===== src/rtl/rsb_pkg.sv =====
package rsb_pkg;

  localparam int TIME_BITS = 48;
  localparam int CFG_BITS = 32;
  localparam int CFG_INDEX_BITS = 3;

  localparam logic [1:0] CMD_PROBE = 2'd0;
  localparam logic [1:0] CMD_RESTARTED = 2'd1;
  localparam logic [1:0] CMD_REINIT = 2'd2;

  localparam logic [1:0] ACT_NONE = 2'd0;
  localparam logic [1:0] ACT_RESTART = 2'd1;
  localparam logic [1:0] ACT_GIVE_UP = 2'd2;

  localparam logic [CFG_INDEX_BITS-1:0] CFG_BACKOFF_START = 3'd0;
  localparam logic [CFG_INDEX_BITS-1:0] CFG_BACKOFF_MAX = 3'd1;
  localparam logic [CFG_INDEX_BITS-1:0] CFG_HEALTHY_RESET = 3'd2;
  localparam logic [CFG_INDEX_BITS-1:0] CFG_FAILURES = 3'd3;
  localparam logic [CFG_INDEX_BITS-1:0] CFG_STORM_WINDOW = 3'd4;
  localparam logic [CFG_INDEX_BITS-1:0] CFG_STORM_RESTARTS = 3'd5;

  localparam logic [31:0] RST_BACKOFF_START = 32'd1000;
  localparam logic [31:0] RST_BACKOFF_MAX = 32'd60000;
  localparam logic [31:0] RST_HEALTHY_RESET = 32'd30000;
  localparam logic [7:0] RST_FAILURES = 8'd3;
  localparam logic [31:0] RST_STORM_WINDOW = 32'd300000;
  localparam logic [7:0] RST_STORM_RESTARTS = 8'd5;

  typedef struct packed {
    logic [1:0] cmd;
    logic healthy;
    logic [TIME_BITS-1:0] now_ms;
  } evt_t;

  typedef struct packed {
    logic [1:0] action;
    logic [7:0] restart_count;
  } res_t;

endpackage


===== src/rtl/restart_supervisor_backoff_top.sv =====
// Channel | Direction | Handshake          | Payload
// evt     | in        | evt_valid/evt_stall | rsb_pkg::evt_t (cmd, healthy, now_ms)
// res     | out       | res_valid/res_stall | rsb_pkg::res_t (action, restart_count)
// cfg     | in        | cfg_we              | cfg_index, cfg_data
// One beat enters per cycle while evt_stall is low.
// The event passes an input register, then the update logic, into the result register.
// A stalled result register holds its beat, and the input register then stalls the event side.
// Synchronous reset restores config, valid flags and supervisor state, not payloads.
module restart_supervisor_backoff_top (
  input  logic                                 clk,
  input  logic                                 rst,
  input  logic                                 evt_valid,
  output logic                                 evt_stall,
  input  rsb_pkg::evt_t                        evt,
  output logic                                 res_valid,
  input  logic                                 res_stall,
  output rsb_pkg::res_t                        res,
  input  logic                                 cfg_we,
  input  logic [rsb_pkg::CFG_INDEX_BITS-1:0]   cfg_index,
  input  logic [rsb_pkg::CFG_BITS-1:0]         cfg_data
);

  localparam int TB = rsb_pkg::TIME_BITS;

  logic [31:0] backoff_start;
  logic [31:0] backoff_max;
  logic [31:0] healthy_reset;
  logic [7:0]  failures_limit;
  logic [31:0] storm_window;
  logic [7:0]  storm_restarts;

  logic          hold_valid;
  rsb_pkg::evt_t hold;
  logic          adv;
  logic          upd;

  logic [7:0]    failure_count, failure_count_next;
  logic [7:0]    restarts, restarts_next;
  logic          gave_up, gave_up_next;
  logic [TB-1:0] healthy_since, healthy_since_next;
  logic [TB-1:0] window_start, window_start_next;
  logic [TB:0]   next_attempt, next_attempt_next;
  logic [31:0]   backoff, backoff_next;
  logic [1:0]    action;

  logic [TB-1:0] hs_eff;
  logic [TB-1:0] health_elapsed;
  logic [TB-1:0] window_elapsed;
  logic [7:0]    fc_inc;
  logic [7:0]    restarts_eff;
  logic [32:0]   doubled;

  assign adv = !res_valid || !res_stall;
  assign upd = hold_valid && adv;
  assign evt_stall = hold_valid && !adv;

  always_ff @(posedge clk) begin
    if (rst) begin
      backoff_start  <= rsb_pkg::RST_BACKOFF_START;
      backoff_max    <= rsb_pkg::RST_BACKOFF_MAX;
      healthy_reset  <= rsb_pkg::RST_HEALTHY_RESET;
      failures_limit <= rsb_pkg::RST_FAILURES;
      storm_window   <= rsb_pkg::RST_STORM_WINDOW;
      storm_restarts <= rsb_pkg::RST_STORM_RESTARTS;
    end else if (cfg_we) begin
      unique case (cfg_index)
        rsb_pkg::CFG_BACKOFF_START:  backoff_start  <= cfg_data;
        rsb_pkg::CFG_BACKOFF_MAX:    backoff_max    <= cfg_data;
        rsb_pkg::CFG_HEALTHY_RESET:  healthy_reset  <= cfg_data;
        rsb_pkg::CFG_FAILURES:       failures_limit <= cfg_data[7:0];
        rsb_pkg::CFG_STORM_WINDOW:   storm_window   <= cfg_data;
        rsb_pkg::CFG_STORM_RESTARTS: storm_restarts <= cfg_data[7:0];
        default: ;
      endcase
    end
  end

  always_ff @(posedge clk) begin
    if (rst) begin
      hold_valid <= 1'b0;
    end else if (evt_valid && !evt_stall) begin
      hold_valid <= 1'b1;
    end else if (adv) begin
      hold_valid <= 1'b0;
    end
  end

  always_ff @(posedge clk) begin
    if (evt_valid && !evt_stall) begin
      hold <= evt;
    end
  end

  always_comb begin
    hs_eff = (healthy_since == '0) ? hold.now_ms : healthy_since;
    health_elapsed = (hold.now_ms >= hs_eff) ? hold.now_ms - hs_eff : '0;
    window_elapsed = (hold.now_ms >= window_start) ? hold.now_ms - window_start : '0;
    fc_inc = (failure_count < failures_limit) ? failure_count + 8'd1 : failure_count;
    restarts_eff = restarts;
    doubled = {backoff, 1'b0};

    failure_count_next = failure_count;
    restarts_next = restarts;
    gave_up_next = gave_up;
    healthy_since_next = healthy_since;
    window_start_next = window_start;
    next_attempt_next = next_attempt;
    backoff_next = backoff;
    action = rsb_pkg::ACT_NONE;

    unique case (hold.cmd)
      rsb_pkg::CMD_PROBE: begin
        if (gave_up) begin
          action = rsb_pkg::ACT_GIVE_UP;
        end else if (hold.healthy) begin
          failure_count_next = '0;
          healthy_since_next = hs_eff;
          if (hs_eff != '0 &&
              health_elapsed >= {{(TB-32){1'b0}}, healthy_reset}) begin
            restarts_next = '0;
            backoff_next = backoff_start;
            window_start_next = hold.now_ms;
          end
        end else begin
          healthy_since_next = '0;
          failure_count_next = fc_inc;
          if (fc_inc >= failures_limit) begin
            if (window_elapsed > {{(TB-32){1'b0}}, storm_window}) begin
              window_start_next = hold.now_ms;
              restarts_eff = '0;
            end
            restarts_next = restarts_eff;
            if (restarts_eff >= storm_restarts) begin
              gave_up_next = 1'b1;
              action = rsb_pkg::ACT_GIVE_UP;
            end else if ({1'b0, hold.now_ms} >= next_attempt) begin
              action = rsb_pkg::ACT_RESTART;
            end
          end
        end
      end
      rsb_pkg::CMD_RESTARTED: begin
        if (restarts == '0) begin
          window_start_next = hold.now_ms;
        end
        restarts_next = (restarts != 8'hFF) ? restarts + 8'd1 : restarts;
        failure_count_next = '0;
        healthy_since_next = '0;
        next_attempt_next = {1'b0, hold.now_ms} + {{(TB-31){1'b0}}, backoff};
        backoff_next = (doubled > {1'b0, backoff_max}) ? backoff_max : doubled[31:0];
      end
      rsb_pkg::CMD_REINIT: begin
        failure_count_next = '0;
        restarts_next = '0;
        gave_up_next = 1'b0;
        next_attempt_next = '0;
        backoff_next = backoff_start;
        window_start_next = hold.now_ms;
        healthy_since_next = hold.now_ms;
      end
      default: ;
    endcase
  end

  always_ff @(posedge clk) begin
    if (rst) begin
      failure_count <= '0;
      restarts      <= '0;
      gave_up       <= 1'b0;
      healthy_since <= '0;
      window_start  <= '0;
      next_attempt  <= '0;
      backoff       <= rsb_pkg::RST_BACKOFF_START;
    end else if (upd) begin
      failure_count <= failure_count_next;
      restarts      <= restarts_next;
      gave_up       <= gave_up_next;
      healthy_since <= healthy_since_next;
      window_start  <= window_start_next;
      next_attempt  <= next_attempt_next;
      backoff       <= backoff_next;
    end
  end

  always_ff @(posedge clk) begin
    if (rst) begin
      res_valid <= 1'b0;
    end else if (upd) begin
      res_valid <= 1'b1;
    end else if (!res_stall) begin
      res_valid <= 1'b0;
    end
  end

  always_ff @(posedge clk) begin
    if (upd) begin
      res.action <= action;
      res.restart_count <= restarts_next;
    end
  end

`ifndef SYNTHESIS
  a_give_up_sticks: assert property (@(posedge clk) disable iff (rst)
    (upd && hold.cmd == rsb_pkg::CMD_PROBE && gave_up) |=>
      (res_valid && res.action == rsb_pkg::ACT_GIVE_UP))
    else $error("probe after give-up did not report give-up");

  a_reinit_clears: assert property (@(posedge clk) disable iff (rst)
    (upd && hold.cmd == rsb_pkg::CMD_REINIT) |=>
      (res.restart_count == 8'd0 && res.action == rsb_pkg::ACT_NONE && !gave_up))
    else $error("re-init did not restore the starting state");

  a_restart_counts: assert property (@(posedge clk) disable iff (rst)
    (upd && hold.cmd == rsb_pkg::CMD_RESTARTED) |=> (res.restart_count != 8'd0))
    else $error("restart notice left the restart count at zero");

  a_stall_needs_hold: assert property (@(posedge clk) disable iff (rst)
    evt_stall |-> (hold_valid && res_valid))
    else $error("event side stalled without a held beat");
`endif

endmodule

===== config.mk =====
export PLATFORM = sky130hd
export DESIGN_NAME = restart_supervisor_backoff_top
export DESIGN_NICKNAME = d
export VERILOG_FILES = /design/src/rtl/rsb_pkg.sv /design/src/rtl/restart_supervisor_backoff_top.sv
export SDC_FILE = /design/constraint.sdc
export NUM_CORES = 1
export LEC_CHECK = 0
export ABC_AREA = 1
export BUFFER_PORTS_ARGS = -buffer_cell sky130_fd_sc_hd__buf_4
export CAP_MARGIN = 25
export CELL_PAD_IN_SITES_DETAIL_PLACEMENT = 1
export CELL_PAD_IN_SITES_GLOBAL_PLACEMENT = 2
export CORE_ASPECT_RATIO = 1.25
export CORE_MARGIN = 4
export CORE_UTILIZATION = 32
export DETAILED_ROUTE_END_ITERATION = 7
export PLACE_DENSITY = 0.85
export SETUP_SLACK_MARGIN = 0.05
export SYNTH_ARGS = -nofsm -noshare
export SYNTH_HDL_FRONTEND = slang
export SYNTH_SLANG_ARGS = --single-unit

===== constraint.sdc =====
create_clock -name clk -period 6.5 [get_ports clk]
set_input_delay 1.3 -clock clk [delete_from_list [all_inputs] [get_ports clk]]
set_output_delay 1.3 -clock clk [all_outputs]
set_load 0.05 [all_outputs]

==> results of run 1 <==
## registers in the layout, summed over array words and instances, names as in the netlist
signal and count:
res 10, storm_restarts 8, failures_limit 8, backoff_max 32, healthy_since 48, backoff 32
next_attempt 49, storm_window 32, gave_up 1, backoff_start 32, failure_count 8, window_start 48
res_valid 1, healthy_reset 32, hold_valid 1, hold 51, restarts 8
## tightest hold or removal path: stages, from the launching register on
cell	delay, ns
dfxtp_1	0.29
inv_1	0.06
a21oi_1	0.05
## report_power, final
group | switching [µW] | internal, µW
Combinational | 1420 | 739
Clock | 1180 | 1640
Sequential | 77.7 | 2630
## routing by layer
| layer | track usage | up-vias | share of wire |
|---|---|---|---|
| met2 | 0.4391 | 428 | 0.51 |
| met1 | 0.2730 | 14360 | 0.41 |
| li1 | - | 14600 | - |
| met3 | 0.02215 | 211 | 0.028 |
| met5 | 0 | - | 0 |
| met4 | 0.1054 | 0 | 0.051 |
## worst paths after layout
path | from | endpoint | slack [ns] | cells past startpoint
setup / recovery | hold[46] | res[9] | 0.42 | 30
hold / removal | backoff_start[25] | backoff_start[25] | 0.46 | 2
setup reg to reg | hold[46] | res[9] | 0.42 | 30
hold reg to reg | backoff_start[25] | backoff_start[25] | 0.46 | 2
## placed cells by master, fill, tap and decap left out, types with 28 or more instances in the layout
| cell | netlist | final |
|---|---|---|
| o211ai_1 | 33 | 33 |
| nand3_1 | 180 | 179 |
| nand4_1 | 40 | 40 |
| o21a_1 | 32 | 32 |
| a31oi_1 | 32 | 32 |
| xnor2_1 | 29 | 29 |
| nor3_1 | 44 | 44 |
| nand2_1 | 833 | 828 |
| dfxtp_1 | 340 | 340 |
| nor2_1 | 358 | 353 |
| inv_1 | 649 | 646 |
| a21boi_0 | 33 | 31 |
| buf_4 | 7 | 218 |
| xor2_1 | 28 | 28 |
| o21ai_0 | 317 | 316 |
| edfxtp_1 | 61 | 61 |
| o22ai_1 | 28 | 28 |
| a21oi_1 | 613 | 607 |
| ha_1 | 300 | 295 |
| clkbuf_16 | 0 | 47 |
| or2_2 | 37 | 37 |
## final cells by class
class	count	area (µm²)	share of cell area
repair buffers	229	1838	0.05484
inverters	656	2482	0.07406
well taps	1187	1485	0.04431
multi-input cells	3093	17490	0.5219
clock buffers	59	1249	0.03726
clock inverters	23	331.6	0.009893
flip-flops and latches	401	8638	0.2577
## through the flow
| step | total power (µW) | utilization | hold WS, ns |
|---|---|---|---|
| finish | 7696 | 0.3723 | 0.4579 |
| global route | 8097 | 0.3723 | 0.4759 |
| CTS | 7722 | 0.3691 | 0.4591 |
| detailed placement | 4875 | 0.3514 | 0.4482 |
| global placement | 4835 | 0.3514 | 0.4436 |
| floorplan | 4100 | - | 0.4245 |
## timing repair
item,4_1_cts,5_1_grt
pin swaps,0,6
setup buffers,0,11
cloned,0,3
endpoints found under the setup margin,29,99
resized for setup,2,42
## cells by family (layout without fill, tap and decap cells)
group           after synthesis  in the layout  share of synthesized area
simple gates               1555           1556                     0.2249
compound gates             1176           1176                     0.2229
buf+inv                     802            967                     0.1061
flops                       401            401                     0.2973
fa+ha+maj                   303            303                     0.1312
xor+xnor                     57             57                    0.01718
mux                           1              1                  0.0003875
==> impl_metrics.toml, run 1 <==
[floorplan]
initial_core_util = 0.3228
std_cell_rows = 123
io_pins = 103
die_h_um = 344.9
die_width_um = 277.5
die_area_um2 = 95730
coreArea_um2 = 90030

[power]
p_leak_uw = 0.01458
peakVddDrop_mv = 0.2240
power_density_nw_per_um2 = 229.6

[route]
first_iter_violations = 1563
drc_errors = 0
via_count = 29590
drt.antenna.violating_nets = 0
firstDrtPassIters = 5
wl_per_cell_um = 20.83
routed_via_density = 5.240
routed_wl_um = 117600

[timing]
relSlewSlack = 0.3108
setup_tns_ns = 0
rsz0062_at_grt = "false"
fin_crit_sh = 0.9361
finalSetupViolations = 0
max_freq_mhz = 164.3
timing_worst_slew_pin_value_ns = 1.019
worst_slack_ns = 0.4154
period_needed_ns = 6.085
fin_skew_ns = 0.03591
timing_hold_violations_final = 0
slew_violations = 0

[clock_network]
clockRootBuffer = "clkbuf_16"
clockBufferDepth = 3
clkLatencyLatePin_ns = 0.62
cts_htree_levels = 2
cts_tree = "done"
postCtsHoldBufs = 0
clock_sinks = 401
clk_pin_slew_ns = 0.06
cts_buffers = 45

[critical_path]
crit_top_cell = "o21a_1"
cp_num_buf_inv = 2
crit_slowest_cell = "edfxtp_1"
arrival_ns = 6.44
crit_type = "flip-flop to flip-flop"
start_kind = "flip-flop"
slowest_delay_ns = 0.44
path_max_fanout = 5
endpoint_kind = "flip-flop"
crit_family = "compound AO/OA/AOI/OAI gates"
cp.required_ns = 6.85

[layout]
layout.nets = 4820
fin_cells = 5648
n_fill_cell = 11460
drive_gt1_frac = 0.09124
fin_area_um2 = 33520
area_growth_pct = 15.34
n_antenna_cell = 0

[yosys]
synth_seq_cells = 401
ys_types = 67
synth-main-ff-cell = "dfxtp_1"
synth_top_area_frac = 0.2342
async_reset_ff_frac = 0
synth.top_cells.by_count = "nand2_1 (833), inv_1 (649), a21oi_1 (613)"
synth_area_um2 = 29060
synthesis.nets = 4689
yosysTopAreaCell = "dfxtp_1"
synth_edf_count = 61
syn_inst = 4295
synth.most_common_cell = "nand2_1"
synth.avg_cell_area_um2 = 6.766
synth_area_leaders = "dfxtp_1 (23%), ha_1 (13%), nand2_1 (11%)"
ys_seq_area_frac = 0.2973
ys_warn_count = 0

[grt]
gr-usage-all-layers = 0.2353
grt_pass1_wl_um = 176500
grt_max_degree = 91
grt_pass1_vias = 30320
antenna_found_initial = 3
overflow = 0

[place]
globalplace.congestion = 0.9119
hpwlAfterDp_um = 91370
post-place-ws_ns = 0.004039
port_buffers = 102
place_inst = 5552
placed_cell_area_um2 = 31640

[outcome]
status = "finished clean"

[job]
max_cap_violations = 0

[min_path]
hp-class = "flip-flop to flip-flop"
Power figures use the tool's default switching activity.
==> run 2: changes to the inputs <==
CTS_BUF_LIST = sky130_fd_sc_hd__clkbuf_4 sky130_fd_sc_hd__clkbuf_8 sky130_fd_sc_hd__clkbuf_16   (was not set)
CTS_CLUSTER_DIAMETER = 80   (was not set)
==> run 2 against run 1 <==
- maximum frequency is 0.44% higher
- non-clock buffer count unchanged
- highest routed layer unchanged
- clock skew is 0.0077 ns lower
- register-to-register slack better by 0.03 ns
==> impl_metrics.toml, run 2 (synthesis gave the netlist of run 1 again) <==
[outcome]
status = "finished clean"

[layout]
layout_common_cells = "nand2_1 (828), inv_1 (646), a21oi_1 (607), nor2_1 (353), dfxtp_1 (340)"
n_fill_cell = 11460
top_register = "hold"
n_antenna_cell = 0
fin_util = 0.3727
layout_commonest_cell = "nand2_1"
reg_top3 = "hold: 51 flops, next_attempt: 49 flops"
drive_gt1_frac = 0.09280
layout.nets = 4820
largest_reg_flops = 51
fin_area_um2 = 33560
area_growth_pct = 15.47

[critical_path]
arrival_ns = 6.53
crit_type = "flip-flop to flip-flop"
r2r-start = "hold[46]"
crit_top_cell = "o21a_1"
cp.depth = 29
crit_family = "compound AO/OA/AOI/OAI gates"
start_kind = "flip-flop"
crit_slowest_cell = "edfxtp_1"
cp_num_buf_inv = 2
endpoint_kind = "flip-flop"
slowest_delay_ns = 0.45
cp.required_ns = 6.97
path_max_fanout = 5
setup.worst_path.start = "hold[46]"
worst_r2r_path_depth = 29

[floorplan]
std_cell_rows = 123
die_h_um = 344.9
die_width_um = 277.5
die_area_um2 = 95730
coreArea_um2 = 90030
initial_core_util = 0.3228
io_pins = 103

[power]
power_density_nw_per_um2 = 230.9
p_leak_uw = 0.01462
peakVddDrop_mv = 0.2236

[clock_network]
cts_buffers = 45
clock_sinks = 401
clk_pin_slew_ns = 0.06
cts_tree = "done"
clockBufferDepth = 3
cts_htree_levels = 2
clkLatencyLatePin_ns = 0.62
clockRootBuffer = "clkbuf_16"

[place]
port_buffers = 102
globalplace.congestion = 0.9119
placed_cell_area_um2 = 31640
hpwlAfterDp_um = 91370

[grt]
antenna_found_initial = 3
grt_max_degree = 91
overflow = 0
grt_pass1_wl_um = 176600
gr-usage-all-layers = 0.2355
grt_pass1_vias = 30290

[min_path]
holdCritStartpoint = "backoff_start[25]"
hp-class = "flip-flop to flip-flop"
holdPathStages = 2

[route]
via_count = 29560
firstDrtPassIters = 5
routed.top_layer = "met4"
wl_met3_um = 3728
met2_length_um = 59460
routed_wl_um = 117700
drc_errors = 0
drt.antenna.violating_nets = 0
routed_via_density = 5.234
drt-met1-wl_um = 48450
first_iter_violations = 1551
wl_per_cell_um = 20.84

[timing]
period_needed_ns = 6.058
timing_hold_violations_final = 0
relSlewSlack = 0.3260
max_freq_mhz = 165.1
finalSetupViolations = 0
timing_worst_slew_pin_value_ns = 0.9970
slew_violations = 0
fin_skew_ns = 0.02824
setup_tns_ns = 0
fin_crit_sh = 0.9320
rsz0062_at_grt = "false"
fin_hold_ws_ns = 0.4579

[job]
max_cap_violations = 0
## run 2: repair_timing
action                                  in CTS  in global routing
setup buffers                                0                 11
endpoints found under the setup margin      20                 99
hold buffers                                 0                  0
cloned                                       0                  3
resized for setup                            2                 43
pin swaps                                    0                  6
## run 2: per-stage QoR
| stage | cells | worst slack (ns) | power, µW |
|---|---|---|---|
| floorplan | 4295 | 0.9121 | 4100 |
| global placement | 5552 | 0.08123 | 4835 |
| detailed placement | 5552 | 0.004039 | 4875 |
| CTS | 5634 | 0.06616 | 7779 |
| global route | 5648 | 0.02642 | 8155 |
| finish | 5648 | 0.4419 | 7749 |
## run 2: area by class of cell
| type | instances | area, µm² | share of cell area |
|---|---|---|---|
| clock buffer | 57 | 1247 | 0.03717 |
| tap | 1187 | 1485 | 0.04426 |
| multi-input combinational | 3093 | 17490 | 0.5213 |
| timing repair buffer | 229 | 1842 | 0.05488 |
| sequential | 401 | 8638 | 0.2574 |
| clock inverter | 25 | 369.1 | 0.01100 |
| inverter | 656 | 2482 | 0.07397 |
## run 2: final timing paths
check,to,slack [ns]
worst min-delay path,backoff_start[25],0.46
worst min register to register,backoff_start[25],0.46
worst max register to register,res[8],0.44
worst max-delay path,res[8],0.44
## run 2: layer usage
layer  up-vias  track usage
met5         -            0
met1     14270       0.2734
met2       486       0.4388
li1      14590            -
met4         0       0.1052
met3       215      0.02302
## run 2: tightest hold or removal path, stage by stage, from the launching register on
cell     delay [ns]
dfxtp_1        0.29
inv_1          0.06
a21oi_1        0.05
## run 2: where the power goes
| part | leakage [µW] | internal [µW] | switching (µW) |
|---|---|---|---|
| Clock | 0.000813 | 1690 | 1180 |
| Combinational | 0.0104 | 739 | 1420 |
| Sequential | 0.00336 | 2630 | 77.9 |
| Total | 0.0146 | 5060 | 2680 |
==> run 3: changes to the inputs <==
MAX_ROUTING_LAYER = met4   (was not set)
==> run 3 against run 2 <==
- sequential cell count unchanged
- highest routed layer unchanged
- critical path type unchanged
- via count about the same
- count of clock-buffer cells in the layout increased by 4
==> impl_metrics.toml, run 3 (synthesis gave the netlist of run 1 again) <==
[clock_network]
clk_pin_slew_ns = 0.06
clockBufferDepth = 3
clockRootBuffer = "clkbuf_16"
cts_htree_levels = 2
cts_tree = "done"
cts_buffers = 45
clock_sinks = 401
clkLatencyLatePin_ns = 0.62

[timing]
relSlewSlack = 0.3773
fin_skew_ns = 0.04797
max_freq_mhz = 165.6
rsz0062_at_grt = "true"
timing_worst_slew_pin_value_ns = 0.9341
timing_hold_violations_final = 0
finalSetupViolations = 0
slew_violations = 0
period_needed_ns = 6.038
fin_crit_sh = 0.9290

[route]
first_iter_violations = 1776
routed_via_density = 5.234
firstDrtPassIters = 6
drc_errors = 0
via_count = 29570
wl_per_cell_um = 20.69
drt.antenna.violating_nets = 0
routed_wl_um = 116900

[layout]
fin_area_um2 = 33420
layout_common_cells = "nand2_1 (828), inv_1 (645), a21oi_1 (603), nor2_1 (352), dfxtp_1 (340)"
drive_gt1_frac = 0.09346
layout.nets = 4820
layout_commonest_cell = "nand2_1"
largest_reg_flops = 51
reg_top3 = "hold: 51 flops, next_attempt: 49 flops"
area_growth_pct = 15.00
n_antenna_cell = 0
top_register = "hold"
fin_cells = 5649

[power]
power_density_nw_per_um2 = 226.3
p_leak_uw = 0.01455
peakVddDrop_mv = 0.1818

[critical_path]
arrival_ns = 6.39
cp.required_ns = 6.85
reg2reg_slack_ns = 0.46
crit_type = "flip-flop to flip-flop"
r2r_end = "res[9]"
slowest_delay_ns = 0.41
path_max_fanout = 8
crit_slowest_cell = "edfxtp_1"
start_kind = "flip-flop"
r2r-start = "hold[0]"
worst_r2r_path_depth = 38
endpoint_kind = "flip-flop"

[outcome]
status = "finished clean"

[grt]
gr-usage-all-layers = 0.2428
grt_pass1_wl_um = 177400
antenna_found_initial = 4
overflow = 0
grt_max_degree = 85
grt_pass1_vias = 30560

[place]
globalplace.congestion = 0.9180
hpwlAfterDp_um = 91780
port_buffers = 102
place_inst = 5563
placed_cell_area_um2 = 31720

[min_path]
hp-class = "flip-flop to flip-flop"
holdPathStages = 2
hold_path_end = "backoff_start[0]"
holdCritStartpoint = "backoff_start[0]"

[floorplan]
io_pins = 103
die_h_um = 344.9
die_area_um2 = 95730
die_width_um = 277.5
std_cell_rows = 123
initial_core_util = 0.3228
coreArea_um2 = 90030

[job]
max_cap_violations = 0
run 3: stage by stage:
| step | utilization | TNS (ns) | hold slack (ns) | power (µW) | worst slack, ns |
|---|---|---|---|---|---|
| 6_report | 0.3712 | 0 | 0.4510 | 7563 | 0.4618 |
| 5_1_grt | 0.3712 | 0 | 0.4601 | 7979 | 0.02013 |
| 4_1_cts | 0.3694 | 0 | 0.4513 | 7603 | 0.05833 |
| 3_5_place_dp | 0.3523 | -0.002762 | 0.4422 | 4888 | -0.002762 |
| 3_3_place_gp | 0.3523 | 0 | 0.4358 | 4847 | 0.04551 |
| 2_1_floorplan | - | 0 | 0.4245 | 4100 | 0.9121 |
run 3: how the worst max path moves through the flow:
stage | endpoint | start | slack, ns
global route | res[9] | hold[20] | 0.02
finish | res[9] | hold[0] | 0.46
floorplan | res[9] | hold[0] | 0.91
CTS | res[9] | hold[22] | 0.06
global placement | res[9] | hold[22] | 0.05
detailed placement | res[9] | hold[22] | -0.003
run 3: worst max-delay path, delay by kind of cell, from the launching register on:
kind / cells / cell delay [ns]
flip-flops: 1 / 0.41
adder cells (fa/ha/maj): 4 / 1.15
buffers and inverters: 5 / 0.59
AND/OR/NAND/NOR: 17 / 1.66
AO/OA/AOI/OAI: 12 / 1.99
run 3: routing by layer:
metal / GRT usage / vias to the layer above / routed length (µm)
met3: 0.02107 / 173 / 3538
met1: 0.2750 / 14370 / 48710
met5: - / - / 0
met4: 0.09348 / 0 / 4957
met2: 0.4451 / 464 / 59650
li1: - / 14560 / -
run 3: layout make-up:
type	count	area [µm²]
repair buffers	230	1818
clock buffers	61	1277
fillers	11500	56610
well taps	1187	1485
flip-flops and latches	401	8638
clock inverters	22	255.2
multi-input cells	3092	17470
inverters	656	2472
run 3: what timing repair did:
| action | in CTS | in global routing |
|---|---|---|
| gates resized for setup | 1 | 40 |
| hold endpoints to repair | 0 | 0 |
| hold buffers | 0 | 0 |
| setup buffers | 0 | 2 |
| endpoints found under the setup margin | 3 | 99 |
| pin swaps | 0 | 2 |
| cloned | 0 | 1 |
run 3: where the power goes:
part | leakage (µW) | switching (µW) | internal, µW | total, µW
sequential | 0.00336 | 77.6 | 2630 | 2710
combinational | 0.0104 | 1420 | 739 | 2160
clock | 0.000763 | 1150 | 1550 | 2690
